### config.mk
export PLATFORM = sky130hd
export DESIGN_NAME = adsr_envelope_generator_flat
export DESIGN_NICKNAME = d
export VERILOG_FILES = /design/src/adsr_pkg.sv /design/src/adsr_ifs.sv /design/src/adsr_step.sv /design/src/adsr_div.sv /design/src/adsr_envelope_generator.sv /design/src/flat_wrapper.sv
export VERILOG_INCLUDE_DIRS = /design/src /design/src/src
export SDC_FILE = /design/constraint.sdc
export NUM_CORES = 2
export LEC_CHECK = 0
export BUFFER_PORTS_ARGS = -buffer_cell sky130_fd_sc_hd__buf_4
export CAP_MARGIN = 0
export CORE_UTILIZATION = 59
export DETAILED_ROUTE_END_ITERATION = 8
export HOLD_SLACK_MARGIN = 0.08
export PLACE_DENSITY = 0.79
export SYNTH_ARGS = -nofsm -noshare
export SYNTH_HDL_FRONTEND = slang
export SYNTH_SLANG_ARGS = --single-unit
### constraint.sdc
create_clock -name clk -period 6.1 [get_ports clk]
set_input_delay 0.61 -clock clk [delete_from_list [all_inputs] [get_ports clk]]
set_output_delay 0.61 -clock clk [all_outputs]
set_load 0.01 [all_outputs]
### src/assert_macros.svh
// ----------------------------------------------------------------------------
// assert_macros.svh
// Assertion helpers shared by the envelope generator RTL. ASSERT_CLK expects
// signals named clk and rst, ASSERT_ALWAYS one named clk, in the scope of use.
// ----------------------------------------------------------------------------
`ifndef ASSERT_MACROS_SVH
`define ASSERT_MACROS_SVH

// Checked on every rising edge outside of reset.
`define ASSERT_CLK(lbl, prop, msg) \
  lbl: assert property (@(posedge clk) disable iff (rst) prop) else $error(msg);

// Checked on every rising edge, reset included.
`define ASSERT_ALWAYS(lbl, prop, msg) \
  lbl: assert property (@(posedge clk) prop) else $error(msg);

`endif

### src/adsr_pkg.sv
// ----------------------------------------------------------------------------
// adsr_pkg
// Shared widths, codes, state types and control structs of the linear ADSR
// envelope generator.
// ----------------------------------------------------------------------------
`default_nettype none

package adsr_pkg;

  localparam int LEVEL_W            = 17;
  localparam int PHASE_W            = 3;
  localparam int LEN_W              = 24;
  localparam int CFG_DATA_W         = 24;
  localparam int CFG_INDEX_W        = 3;
  localparam int COUNT_BITS_DEFAULT = 24;

  localparam logic [LEVEL_W-1:0] FULL_SCALE = 17'h10000;

  // Configuration register indexes.
  typedef enum logic [CFG_INDEX_W-1:0] {
    REG_ATTACK_LEN    = 3'd0,
    REG_DECAY_LEN     = 3'd1,
    REG_RELEASE_LEN   = 3'd2,
    REG_SUSTAIN_LEVEL = 3'd3,
    REG_KEYBOARD_MODE = 3'd4,
    REG_GATE_REPEAT   = 3'd5
  } cfg_reg_t;

  // Envelope segment, also the phase code on the output.
  typedef enum logic [PHASE_W-1:0] {
    SEG_IDLE    = 3'd0,
    SEG_ATTACK  = 3'd1,
    SEG_DECAY   = 3'd2,
    SEG_SUSTAIN = 3'd3,
    SEG_RELEASE = 3'd4
  } segment_t;

  // How the output level of one sample is formed.
  typedef enum logic [2:0] {
    OP_ZERO    = 3'd0,
    OP_SUSTAIN = 3'd1,
    OP_ATTACK  = 3'd2,
    OP_DECAY   = 3'd3,
    OP_RELEASE = 3'd4
  } level_op_t;

  typedef enum logic [1:0] {
    ST_IDLE = 2'd0,
    ST_CALC = 2'd1,
    ST_DONE = 2'd2
  } ctrl_state_t;

  typedef enum logic [1:0] {
    DV_IDLE = 2'd0,
    DV_MUL  = 2'd1,
    DV_DIV  = 2'd2,
    DV_FIN  = 2'd3
  } div_state_t;

  typedef struct packed {
    logic [LEN_W-1:0]   attack_len;
    logic [LEN_W-1:0]   decay_len;
    logic [LEN_W-1:0]   release_len;
    logic [LEVEL_W-1:0] sustain_level;
    logic               keyboard_mode;
    logic               gate_repeat;
  } cfg_t;

  typedef struct packed {
    segment_t  segment;
    level_op_t op;
    logic      need_div;
  } step_ctl_t;

endpackage

`default_nettype wire

### src/adsr_ifs.sv
// ----------------------------------------------------------------------------
// adsr_in_if / adsr_out_if
// Valid/ready channels for the sample ticks going in and the envelope
// samples coming out.
// ----------------------------------------------------------------------------
`default_nettype none

interface adsr_in_if import adsr_pkg::*; ();
  logic valid;
  logic ready;
  logic key_gate;
  logic key_trigger;
  logic lfo_trigger;

  modport source (output valid, output key_gate, output key_trigger,
                  output lfo_trigger, input ready);
  modport sink   (input valid, input key_gate, input key_trigger,
                  input lfo_trigger, output ready);
endinterface

interface adsr_out_if import adsr_pkg::*; ();
  logic               valid;
  logic               ready;
  logic [LEVEL_W-1:0] level;
  logic [PHASE_W-1:0] phase;

  modport source (output valid, output level, output phase, input ready);
  modport sink   (input valid, input level, input phase, output ready);
endinterface

`default_nettype wire

### src/adsr_step.sv
// ----------------------------------------------------------------------------
// adsr_step
// Segment decision logic for one sample: applies triggers, end-of-segment
// cascades and releases, and picks the operands of the level division.
// ----------------------------------------------------------------------------
`default_nettype none

module adsr_step import adsr_pkg::*; #(
  parameter int COUNT_BITS = COUNT_BITS_DEFAULT
) (
  input  cfg_t                  cfg,
  input  segment_t              segment,
  input  logic [COUNT_BITS-1:0] elapsed,
  input  logic [COUNT_BITS-1:0] remaining,
  input  logic                  key_gate,
  input  logic                  key_trigger,
  input  logic                  lfo_trigger,
  output step_ctl_t             ctl,
  output logic [COUNT_BITS-1:0] elapsed_next,
  output logic [COUNT_BITS-1:0] remaining_next,
  output logic [LEVEL_W-1:0]    sustain,
  output logic [LEVEL_W-1:0]    mul_a,
  output logic [COUNT_BITS-1:0] mul_b,
  output logic [COUNT_BITS:0]   den
);

  localparam int WIDE_W = (LEN_W > COUNT_BITS) ? LEN_W : COUNT_BITS;
  localparam logic [COUNT_BITS-1:0] COUNT_MAX = '1;

  // Lengths that do not fit the counters saturate to the largest count.
  function automatic logic [COUNT_BITS-1:0] clamp_len(input logic [LEN_W-1:0] len);
    logic [WIDE_W-1:0] wide;
    logic [WIDE_W-1:0] top_count;
    wide      = WIDE_W'(len);
    top_count = WIDE_W'(COUNT_MAX);
    clamp_len = (wide > top_count) ? COUNT_BITS'(top_count) : COUNT_BITS'(wide);
  endfunction

  segment_t              seg_c;
  level_op_t             op_c;
  logic [COUNT_BITS-1:0] elp_c;
  logic [COUNT_BITS-1:0] rem_c;
  logic                  trig;
  logic                  kbd;

  always_comb begin
    sustain = (cfg.sustain_level > FULL_SCALE) ? FULL_SCALE : cfg.sustain_level;
    kbd     = cfg.keyboard_mode;
    trig    = kbd ? key_trigger
                  : (cfg.gate_repeat ? (key_gate & lfo_trigger) : lfo_trigger);

    seg_c = segment;
    elp_c = elapsed;
    rem_c = remaining;
    op_c  = OP_ZERO;

    if (trig) begin
      seg_c = SEG_ATTACK;
      elp_c = '0;
      rem_c = clamp_len(cfg.attack_len);
    end
    // Zero-length segments fall through within the same sample.
    if (seg_c == SEG_ATTACK) begin
      if (rem_c != '0) begin
        op_c = OP_ATTACK;
      end else begin
        seg_c = SEG_DECAY;
        elp_c = '0;
        rem_c = clamp_len(cfg.decay_len);
      end
    end
    if (seg_c == SEG_DECAY) begin
      if (rem_c != '0) begin
        op_c = OP_DECAY;
      end else begin
        seg_c = SEG_SUSTAIN;
      end
    end
    if (seg_c == SEG_SUSTAIN) begin
      op_c = OP_SUSTAIN;
    end
    if ((kbd && !key_gate && seg_c != SEG_IDLE && seg_c != SEG_RELEASE) ||
        (!kbd && seg_c == SEG_SUSTAIN)) begin
      seg_c = SEG_RELEASE;
      elp_c = '0;
      rem_c = clamp_len(cfg.release_len);
    end
    if (seg_c == SEG_RELEASE) begin
      if (rem_c != '0) begin
        op_c = OP_RELEASE;
      end else begin
        seg_c = SEG_IDLE;
      end
    end
    if (seg_c == SEG_IDLE) begin
      op_c = OP_ZERO;
    end

    // The divisor is the segment length, fixed while the segment runs.
    den = {1'b0, elp_c} + {1'b0, rem_c};
    case (op_c)
      OP_ATTACK: begin
        mul_a = FULL_SCALE;
        mul_b = elp_c;
      end
      OP_DECAY: begin
        mul_a = FULL_SCALE - sustain;
        mul_b = elp_c;
      end
      OP_RELEASE: begin
        mul_a = sustain;
        mul_b = rem_c;
      end
      default: begin
        mul_a = '0;
        mul_b = elp_c;
      end
    endcase

    if (seg_c != SEG_IDLE && seg_c != SEG_SUSTAIN) begin
      elapsed_next   = elp_c + COUNT_BITS'(1);
      remaining_next = (rem_c != '0) ? rem_c - COUNT_BITS'(1) : '0;
    end else begin
      elapsed_next   = elp_c;
      remaining_next = rem_c;
    end

    ctl.segment  = seg_c;
    ctl.op       = op_c;
    ctl.need_div = (op_c == OP_ATTACK) || (op_c == OP_DECAY) || (op_c == OP_RELEASE);
  end

endmodule

`default_nettype wire

### src/adsr_div.sv
// ----------------------------------------------------------------------------
// adsr_div
// Shared multiply-divide unit: forms a*b in its multiply state, then divides
// it by den with a restoring divider that yields one quotient bit per cycle.
// ----------------------------------------------------------------------------
`default_nettype none

`include "assert_macros.svh"

module adsr_div import adsr_pkg::*; #(
  parameter int COUNT_BITS = COUNT_BITS_DEFAULT
) (
  input  logic                  clk,
  input  logic                  rst,
  input  logic                  start,
  input  logic [LEVEL_W-1:0]    mul_a,
  input  logic [COUNT_BITS-1:0] mul_b,
  input  logic [COUNT_BITS:0]   den,
  output logic                  done,
  output logic [LEVEL_W-1:0]    quotient
);

  localparam int DEN_W  = COUNT_BITS + 1;
  localparam int PROD_W = LEVEL_W + COUNT_BITS;
  localparam int CNT_W  = $clog2(LEVEL_W);
  localparam logic [CNT_W-1:0] LAST_STEP = CNT_W'(LEVEL_W - 1);

  div_state_t            state;
  div_state_t            state_next;
  logic [LEVEL_W-1:0]    a_q;
  logic [COUNT_BITS-1:0] b_q;
  logic [DEN_W-1:0]      den_q;
  logic [DEN_W-1:0]      rem;
  logic [LEVEL_W-1:0]    quo;
  logic [CNT_W-1:0]      count;
  logic [PROD_W-1:0]     product;
  logic [DEN_W:0]        trial;
  logic [DEN_W:0]        diff;
  logic                  fits;

  assign product = PROD_W'(a_q) * PROD_W'(b_q);
  assign trial   = {rem, quo[LEVEL_W-1]};
  assign diff    = trial - {1'b0, den_q};
  assign fits    = (trial >= {1'b0, den_q});

  always_comb begin
    state_next = state;
    unique case (state)
      DV_IDLE: if (start) state_next = DV_MUL;
      DV_MUL:  state_next = DV_DIV;
      DV_DIV:  if (count == LAST_STEP) state_next = DV_FIN;
      DV_FIN:  state_next = DV_IDLE;
      default: state_next = DV_IDLE;
    endcase
  end

  always_comb begin
    unique case (state)
      DV_FIN:  done = 1'b1;
      default: done = 1'b0;
    endcase
  end

  assign quotient = quo;

  always_ff @(posedge clk) begin
    if (rst) begin
      state <= DV_IDLE;
    end else begin
      state <= state_next;
    end
  end

  always_ff @(posedge clk) begin
    case (state)
      DV_IDLE: begin
        if (start) begin
          a_q   <= mul_a;
          b_q   <= mul_b;
          den_q <= den;
        end
      end
      DV_MUL: begin
        // The high part of the product is below the divisor, so the
        // quotient fits in LEVEL_W bits.
        rem   <= {1'b0, product[PROD_W-1:LEVEL_W]};
        quo   <= product[LEVEL_W-1:0];
        count <= '0;
      end
      DV_DIV: begin
        rem   <= fits ? diff[DEN_W-1:0] : trial[DEN_W-1:0];
        quo   <= {quo[LEVEL_W-2:0], fits};
        count <= count + CNT_W'(1);
      end
      default: begin
      end
    endcase
  end

  `ASSERT_CLK(a_div_start_idle, start |-> (state == DV_IDLE), "divider started while busy")
  `ASSERT_CLK(a_div_rem_bound, (state == DV_DIV) |-> (rem < den_q), "partial remainder not below divisor")

endmodule

`default_nettype wire

### src/adsr_envelope_generator.sv
// ----------------------------------------------------------------------------
// adsr_envelope_generator
// Linear attack/decay/sustain/release envelope, one output sample per tick.
// A tick in attack, decay or release goes through the shared multiply-divide
// unit, which passes its multiply state and then its 17 one-bit divide steps
// before the level is registered. Idle and sustain ticks need no division.
// A new tick is taken only after the previous sample has entered the output
// register. A synchronous reset returns to idle.
// ----------------------------------------------------------------------------
`default_nettype none

`include "assert_macros.svh"

module adsr_envelope_generator import adsr_pkg::*; #(
  parameter int COUNT_BITS = COUNT_BITS_DEFAULT
) (
  input  logic                   clk,
  input  logic                   rst,
  input  logic                   wr_en,
  input  logic [CFG_INDEX_W-1:0] wr_index,
  input  logic [CFG_DATA_W-1:0]  wr_data,
  adsr_in_if.sink                tick,
  adsr_out_if.source             envelope
);

  // Configuration registers. They are to be only written while no tick is in
  // flight (the block does not enforce this), so the step logic reads them directly.
  cfg_t cfg;

  // Envelope state committed when a tick is accepted.
  segment_t              segment;
  logic [COUNT_BITS-1:0] elapsed;
  logic [COUNT_BITS-1:0] remaining;

  // Sequencer and result registers.
  ctrl_state_t        state;
  ctrl_state_t        state_next;
  level_op_t          op_q;
  logic [LEVEL_W-1:0] res_level;
  logic [PHASE_W-1:0] res_phase;

  // Output register. It parts the two sides: a new tick can be accepted
  // while the previous sample still waits to be taken.
  logic               out_valid;
  logic [LEVEL_W-1:0] out_level;
  logic [PHASE_W-1:0] out_phase;

  step_ctl_t             ctl;
  logic [COUNT_BITS-1:0] elapsed_next;
  logic [COUNT_BITS-1:0] remaining_next;
  logic [LEVEL_W-1:0]    sustain;
  logic [LEVEL_W-1:0]    mul_a;
  logic [COUNT_BITS-1:0] mul_b;
  logic [COUNT_BITS:0]   den;
  logic                  div_start;
  logic                  div_done;
  logic [LEVEL_W-1:0]    quotient;

  logic tick_ready;
  logic tick_accept;
  logic out_free;
  logic load_out;

  // --------------------------------------------------------------------------
  // Configuration write port. Unknown indexes are dropped.
  // --------------------------------------------------------------------------
  always_ff @(posedge clk) begin
    if (rst) begin
      cfg.attack_len    <= '0;
      cfg.decay_len     <= '0;
      cfg.release_len   <= '0;
      cfg.sustain_level <= FULL_SCALE;
      cfg.keyboard_mode <= 1'b1;
      cfg.gate_repeat   <= 1'b0;
    end else if (wr_en) begin
      unique case (wr_index)
        REG_ATTACK_LEN:    cfg.attack_len    <= wr_data[LEN_W-1:0];
        REG_DECAY_LEN:     cfg.decay_len     <= wr_data[LEN_W-1:0];
        REG_RELEASE_LEN:   cfg.release_len   <= wr_data[LEN_W-1:0];
        REG_SUSTAIN_LEVEL: cfg.sustain_level <= wr_data[LEVEL_W-1:0];
        REG_KEYBOARD_MODE: cfg.keyboard_mode <= wr_data[0];
        REG_GATE_REPEAT:   cfg.gate_repeat   <= wr_data[0];
        default: begin
        end
      endcase
    end
  end

  // --------------------------------------------------------------------------
  // Segment decisions for the tick on the input channel. All the cascading
  // of zero-length segments happens here in one pass; only the level ramp
  // needs the divider.
  // --------------------------------------------------------------------------
  adsr_step #(
    .COUNT_BITS(COUNT_BITS)
  ) u_step (
    .cfg           (cfg),
    .segment       (segment),
    .elapsed       (elapsed),
    .remaining     (remaining),
    .key_gate      (tick.key_gate),
    .key_trigger   (tick.key_trigger),
    .lfo_trigger   (tick.lfo_trigger),
    .ctl           (ctl),
    .elapsed_next  (elapsed_next),
    .remaining_next(remaining_next),
    .sustain       (sustain),
    .mul_a         (mul_a),
    .mul_b         (mul_b),
    .den           (den)
  );

  // The ramp quotient is floor(a * b / (elapsed + remaining)); operands are
  // captured by the unit on the accepting edge.
  adsr_div #(
    .COUNT_BITS(COUNT_BITS)
  ) u_div (
    .clk     (clk),
    .rst     (rst),
    .start   (div_start),
    .mul_a   (mul_a),
    .mul_b   (mul_b),
    .den     (den),
    .done    (div_done),
    .quotient(quotient)
  );

  // --------------------------------------------------------------------------
  // Sequencer: wait for a tick, run the divider when the level needs it,
  // then hand the sample to the output register once it is free.
  // --------------------------------------------------------------------------
  assign tick_accept = tick.valid && tick_ready;
  assign out_free    = !out_valid || envelope.ready;

  always_comb begin
    state_next = state;
    unique case (state)
      ST_IDLE: begin
        if (tick_accept) begin
          state_next = ctl.need_div ? ST_CALC : ST_DONE;
        end
      end
      ST_CALC: if (div_done) state_next = ST_DONE;
      ST_DONE: if (out_free) state_next = ST_IDLE;
      default: state_next = ST_IDLE;
    endcase
  end

  always_comb begin
    tick_ready = 1'b0;
    load_out   = 1'b0;
    unique case (state)
      ST_IDLE: tick_ready = 1'b1;
      ST_DONE: load_out   = out_free;
      default: begin
      end
    endcase
  end

  assign div_start = tick_accept && ctl.need_div;

  always_ff @(posedge clk) begin
    if (rst) begin
      state     <= ST_IDLE;
      segment   <= SEG_IDLE;
      elapsed   <= '0;
      remaining <= '0;
    end else begin
      state <= state_next;
      if (tick_accept) begin
        segment   <= ctl.segment;
        elapsed   <= elapsed_next;
        remaining <= remaining_next;
      end
    end
  end

  // Sustain and idle levels are known at once; ramps take the quotient.
  always_ff @(posedge clk) begin
    if (tick_accept) begin
      op_q      <= ctl.op;
      res_phase <= ctl.segment;
      res_level <= (ctl.op == OP_SUSTAIN) ? sustain : '0;
    end else if (state == ST_CALC && div_done) begin
      res_level <= (op_q == OP_DECAY) ? FULL_SCALE - quotient : quotient;
    end
  end

  always_ff @(posedge clk) begin
    if (rst) begin
      out_valid <= 1'b0;
    end else if (load_out) begin
      out_valid <= 1'b1;
    end else if (envelope.ready) begin
      out_valid <= 1'b0;
    end
  end

  always_ff @(posedge clk) begin
    if (load_out) begin
      out_level <= res_level;
      out_phase <= res_phase;
    end
  end

  assign tick.ready     = tick_ready;
  assign envelope.valid = out_valid;
  assign envelope.level = out_level;
  assign envelope.phase = out_phase;

  // --------------------------------------------------------------------------
  // Checks on the sequencer and on the sample values.
  // --------------------------------------------------------------------------
  `ASSERT_CLK(a_done_in_calc, div_done |-> (state == ST_CALC), "divider finished outside of a calculation")
  `ASSERT_CLK(a_calc_launch, (tick_accept && ctl.need_div) |=> (state == ST_CALC), "ramp tick did not start the divider")
  `ASSERT_CLK(a_idle_silent, (out_valid && (out_phase == SEG_IDLE)) |-> (out_level == '0), "idle sample with nonzero level")
  `ASSERT_CLK(a_level_range, out_valid |-> (out_level <= FULL_SCALE), "level above full scale")
  `ASSERT_ALWAYS(a_reset_empty, rst |=> !out_valid, "output valid right after reset")

endmodule

`default_nettype wire
### src/flat_wrapper.sv
// flat-port wrapper written by rule: the top's interface ports become plain ports
module adsr_envelope_generator_flat import adsr_pkg::*;
#(
  parameter int COUNT_BITS = COUNT_BITS_DEFAULT
)
  (clk, rst, wr_en, wr_index, wr_data, tick_valid, tick_key_gate, tick_key_trigger, tick_lfo_trigger, tick_ready, envelope_valid, envelope_level, envelope_phase, envelope_ready);
  adsr_in_if tick_i ();
  adsr_out_if envelope_i ();
  input  logic clk;
  input  logic rst;
  input  logic wr_en;
  input  logic [CFG_INDEX_W-1:0] wr_index;
  input  logic [CFG_DATA_W-1:0] wr_data;
  input wire logic [$bits(tick_i.valid)-1:0] tick_valid;
  input wire logic [$bits(tick_i.key_gate)-1:0] tick_key_gate;
  input wire logic [$bits(tick_i.key_trigger)-1:0] tick_key_trigger;
  input wire logic [$bits(tick_i.lfo_trigger)-1:0] tick_lfo_trigger;
  output wire logic [$bits(tick_i.ready)-1:0] tick_ready;
  output wire logic [$bits(envelope_i.valid)-1:0] envelope_valid;
  output wire logic [$bits(envelope_i.level)-1:0] envelope_level;
  output wire logic [$bits(envelope_i.phase)-1:0] envelope_phase;
  input wire logic [$bits(envelope_i.ready)-1:0] envelope_ready;
  assign tick_i.valid = tick_valid;
  assign tick_i.key_gate = tick_key_gate;
  assign tick_i.key_trigger = tick_key_trigger;
  assign tick_i.lfo_trigger = tick_lfo_trigger;
  assign tick_ready = tick_i.ready;
  assign envelope_valid = envelope_i.valid;
  assign envelope_level = envelope_i.level;
  assign envelope_phase = envelope_i.phase;
  assign envelope_i.ready = envelope_ready;
  adsr_envelope_generator #(.COUNT_BITS(COUNT_BITS)) u_core (.clk(clk), .rst(rst), .wr_en(wr_en), .wr_index(wr_index), .wr_data(wr_data), .tick(tick_i), .envelope(envelope_i));
endmodule
* Yosys cells after proc, flatten, opt, wreduce, memory -nomap -nowiden
Cells that the tools add are included.
** Cells by class
- Add/sub/neg operators :: 7
- Multiply operators :: 1
- Divide/modulo/power cells :: 0
- Order comparisons :: 5
- Eq/ne operators :: 27
- Shift operators :: 0
- Muxes and demuxes :: 56
- Bitwise gates (word level) :: 1
- Reductions and logical operators :: 36
** Operator list (number)
- $mux 24 :: 15
- $mux 17 :: 5
- $gt 24x24->1 const B :: 3
- $reduce_bool 24->1 :: 3
- $pmux 17 s3 :: 1
- $pmux 25 s2 :: 1
- $mux 3 :: 14
- $mul 17x24->41 :: 1
- $pmux 17 s2 :: 1
- $sub 17x17->17 const A :: 2
- $ge 26x25->1 :: 1
- $add 24x24->25 :: 1
- $mux 25 :: 1
- $sub 25x25->25 :: 1
- $add 24x1->24 const B :: 1
- $sub 24x1->24 const B :: 1
- $eq 3x2->1 const B :: 7
- $gt 17x17->1 const B :: 1
- $mux 2 :: 8
- $reduce_and 2->1 :: 8
- $eq 3x3->1 const B :: 4
- $pmux 5 s2 :: 1
- $eq 3x1->1 const B :: 3
- $logic_and 1x1->1 :: 8
- other kinds (19) :: 41
** Word-level totals
- Register bits after elaboration :: 303
- Latch bits :: 0
- Bits in writable memories :: 0
- Memory bits (read-only) :: 0
- Bits of input ports :: 35
- Output and inout bits :: 22
- Logic and storage cells :: 156
- Memories :: 0

* Longest topological paths before layout
- Depth in word-level cells :: 26
- Gate-level depth with buffers :: 25
- Gate-level depth less buffers :: 24

* Cells and area by module
Synthesis repeated with hierarchy kept, for this count alone.
** Second synthesis, totals
- Cell total of the unflattened synthesis :: 3667
- Area total of the unflattened synthesis :: 31051.0 µm²
** Modules (own cells, without submodules)
- adsr_div :: instances 1, cells an instance 2010, area each 18843.1 µm², seq. area each 3433.3 µm²
- adsr_envelope_generator :: instances 1, cells an instance 785, area each 6931.6 µm², seq. area each 4194.0 µm²
- adsr_step :: instances 1, cells an instance 872, area each 5276.3 µm², seq. area each 0.0 µm²

* Worst setup path after synthesis
Ideal clock, no wire load.
- Path kind :: reg2reg
- Start :: register u_core.u_div.b_q[12]
- End :: register u_core.u_div.rem[23] (data pin)
- Setup time :: 256 ps
- Arrival time :: 6317 ps
- Required time :: 5844 ps
- Path slack :: -474 ps
- Stages on the path, launching flop included :: 23
- Path buffers :: 2
- Period minus slack after synthesis :: 6574 ps
- Cell sequence :: edfxtp_1 -> clkbuf_1 -> clkbuf_1 -> nand2_1 -> fa_1 -> inv_1 -> fa_1 -> inv_1 -> fa_1 -> inv_1 -> fa_1 -> fa_1 -> fa_1 -> ha_1 -> or3_1 -> or3_1 -> a211oi_1 -> o2111ai_1 -> a31oi_1 -> o211ai_1 -> a31oi_1 -> xnor2_1 -> o22a_1
** Between the ends
- Longest elaborated chain between the ends :: 2
** RTL lines
- start, declared :: line adsr_div.sv:31 : logic [COUNT_BITS-1:0] b_q;
- start signal, assigned :: line adsr_div.sv:79 : b_q <= mul_b;
- $mul 17x24->41 :: line adsr_div.sv:41 : assign product = PROD_W'(a_q) * PROD_W'(b_q);
- $pmux 25 s2 :: line adsr_div.sv:75 : case (state)
- end signal, assigned :: line adsr_div.sv:86 : rem <= {1'b0, product[PROD_W-1:LEVEL_W]};
- end signal, assigned :: line adsr_div.sv:91 : rem <= fits ? diff[DEN_W-1:0] : trial[DEN_W-1:0];
- end, declared :: line adsr_div.sv:33 : logic [DEN_W-1:0] rem;
Every way passes these cells.
A chain may end at the register's enable or synchronous reset.

* Worst setup path in the final report
- Start :: register u_core.u_div.a_q[7]
- End :: register u_core.u_div.rem[22] (data pin)
** Between the ends
- Longest elaborated chain between the ends :: 2
** RTL lines
- start, declared :: line adsr_div.sv:30 : logic [LEVEL_W-1:0] a_q;
- start signal, assigned :: line adsr_div.sv:78 : a_q <= mul_a;
- $mul 17x24->41 :: line adsr_div.sv:41
- $pmux 25 s2 :: line adsr_div.sv:75
Every way passes these cells.

==> results.ini <==
[logic_synthesis]
synth_edf_count=156
ys_top_cells_by_area=fa_1 (22%), edfxtp_1 (15%), dfxtp_1 (9.7%)
netlist.area_leader.share_pct=21.8
syn_nets=4023
ys_ff_latch=303
syn-instance-count=3483
yosysWarnings=0
synth.distinct_cells=90
yosysTopAreaCell=fa_1
synth.avg_cell_area_um2=8.73
syn_area_mm2=0.0304
synth_seq_area_share_pct=25.1
synthArstFlopShare_pct=0
synth_ff_type=edfxtp_1

[placement]
place.port_buffers=56
gp_congestion=0.986
dpl_cell_area_mm2=0.0327
hpwl_mm=65.8

[finish]
fin_area_mm2=0.0348
final_common_cell=nand2_1
drive_gt1_share_pct=14.2
fin_nets=4204
nFillCells=3844
seqCellArea_mm2=0.00763
mostFrequentLayoutCells=nand2_1 (634), inv_1 (442), fa_1 (322), buf_4 (283), a21oi_1 (196)
syn_to_final_growth_pct=14.5
multiInputGateArea_mm2=0.0208

[timing]
slew_headroom_pct=34.9
worst_slew_pin_slew_ns=0.974
skew_ns=0.0194
worst_slack_ns=-0.633
fin_crit_ns=6.73
setup_viol=23
fmax_ghz=0.149
slew_viol_final=0
hold_viol_final=0
finalCritPeriodShare_pct=110
rsz0062_at_grt=yes

[cts]
cts_buffers=35
htree_levels=2
cts_max_path_buffers=3
cts-hold-fix-buffers=0
cts_root_buffer=clkbuf_16
cts_tree=done
cts_sinks=303
clk_latency_ns=0.56
clk_transition_reported_paths_ns=0.07

[drt]
drt-initial-drc-count=2764
routedWlPerCell_um=20.0
vias_per_cell=6.00
route.detailed.drc=0
vias=26171
routed_wl_mm=87.4
antenna_left=0
first_pass_iters=5

[die]
fp.dieW_um=229
initial_core_util_pct=60.2
design.portCount=57
die-area_mm2=0.0524
core_area_mm2=0.0505
die_h_um=229
rows=82

[setup_path]
worst-path-buf-inv=6
required_ns=6.38
critPathKind=register to register
arrival_ns=7.01
start_kind=register
critPathSlowestCell=fa_1
cp-end-kind=register
path_common_cell=fa_1
path_cells=buf_6, buf_12, nand2_1, fa_1, inv_1, fa_1, fa_1, fa_1, inv_1, fa_1, inv_2, fa_1, ha_4, a21o_1, a31o_4, buf_6, a211oi_4, o21ai_2, a31o_4, a21oi_4, o311ai_1, a31oi_1, xor2_1, o21ai_1
crit_family=adder cells
critPathMaxStageDelay_ns=0.58
path_max_fanout=4

[global_route]
grt_pass1_vias=25900
overflow=0
grt_first_pass_wirelength_mm=139
grt_max_degree=93
track_usage_pct=33.4
antenna_found_initial=4

[status]
violations=setup timing
outcome=complete, but fails checks

[hold_path]
hold_path_class=primary input to register

[run]
cap_violations=0

layer usage:
layer | wire length [µm] | up-vias | GRT usage (%)
met5 | 32 | - | 0
met4 | 3860 | 4 | 13.9
met3 | 8000 | 243 | 5.79
met2 | 40800 | 1298 | 52.7
met1 | 34700 | 12659 | 45.5
li1 | - | 11967 | -
cell usage after synthesis (all sizes together) (15+ instances only):
master and instances:
fa 331, nand2b 30, nand2 646, nand4 24, a21o 29, ha 174, inv 454, o211ai 26
nand3 48, o21ai 109, o21a 30, xor2 32, edfxtp 156, clkbuf 152, and2 138, nor4 23
a2111oi 15, a21oi 210, a211oi 28, mux2i 51, nor2 165, mux2 15, buf 23, nor2b 24
a31oi 33, and3 27, a22o 18, xnor2 67, dfxtp 147, nor3 57
stage by stage:
| stage | instances | util [%] | hold slack (ns) | setup TNS, ns | setup slack (ns) |
|---|---|---|---|---|---|
| after floorplan | 3483 | - | 0.400 | -0.406 | -0.104 |
| after global placement | 4241 | 64.8 | 0.405 | -6.08 | -0.472 |
| after detailed placement | 4241 | 64.8 | 0.405 | -7.46 | -0.564 |
| after CTS | 4333 | 68.0 | 0.303 | -4.73 | -0.346 |
| after global routing | 4362 | 68.9 | 0.317 | -13.83 | -0.836 |
| final | 4363 | 68.9 | 0.317 | -8.64 | -0.633 |
worst reg2reg max path: stages (launching register included):
cell and delay (ns):
edfxtp_1 0.42, buf_6 0.14, buf_12 0.09, nand2_1 0.07, fa_1 0.55, inv_1 0.07
fa_1 0.50, fa_1 0.47, fa_1 0.57, inv_1 0.08, fa_1 0.58, inv_2 0.05
fa_1 0.56, ha_4 0.22, a21o_1 0.19, a31o_4 0.21, buf_6 0.12, a211oi_4 0.23
o21ai_2 0.12, a31o_4 0.27, a21oi_4 0.20, o311ai_1 0.15, a31oi_1 0.24, xor2_1 0.27
o21ai_1 0.10
area by class of cell:
cell class	instances	share of cell area, %
Multi-Input combinational cell	2551	59.9
Sequential cell	303	21.9
Timing Repair Buffer	319	7.47
Inverter	454	4.90
Clock buffer	48	3.01
Tap cell	672	2.42
Clock inverter	15	0.385
Antenna cell	1	0.00719
path summary, 6_finish.rpt:
path,from,endpoint,slack [ns],depth (start not counted)
hold / removal,wr_data[18],u_core.cfg[61],0.32,3
setup reg to reg,u_core.u_div.a_q[7],u_core.u_div.rem[22],-0.63,24
setup / recovery,u_core.u_div.a_q[7],u_core.u_div.rem[22],-0.63,24
hold reg to reg,u_core.res_level[8],u_core.envelope.level[8],0.41,0
sequential cells by signal, summed over array words and instances (netlist names):
name / cells
u_core.cfg: 91
u_core.elapsed: 24
u_core.envelope.level: 17
u_core.envelope.phase: 3
u_core.envelope.valid: 1
u_core.op_q: 3
u_core.remaining: 24
u_core.res_level: 17
u_core.res_phase: 3
u_core.segment: 3
u_core.state: 2
u_core.u_div.a_q: 17
u_core.u_div.b_q: 24
u_core.u_div.count: 5
u_core.u_div.den_q: 25
u_core.u_div.quotient: 17
u_core.u_div.rem: 25
u_core.u_div.state: 2
repair_timing:
| item | in CTS | in global routing |
|---|---|---|
| buffers inserted | 30 | 29 |
| gates cloned | 0 | 1 |
| setup endpoints to repair | 23 | 25 |
| pin swaps | 32 | 50 |
| resized for setup | 41 | 70 |
kinds of logic (layout without fill, tap and decap cells):
family | Yosys count | count (layout) | synth area share (%)
multiplexers | 66 | 66 | 2.28
AO/OA/AOI/OAI | 637 | 637 | 14.0
flip-flops | 303 | 303 | 25.1
adder cells (fa/ha/maj) | 505 | 505 | 29.0
XOR/XNOR | 99 | 99 | 2.85
other | 0 | 1 | 0
buffers and inverters | 629 | 836 | 7.91
AND/OR/NAND/NOR | 1244 | 1244 | 18.9
Power is not shown: default switching activity piles up to over one toggle a cycle in this logic, so the estimate is an artifact.
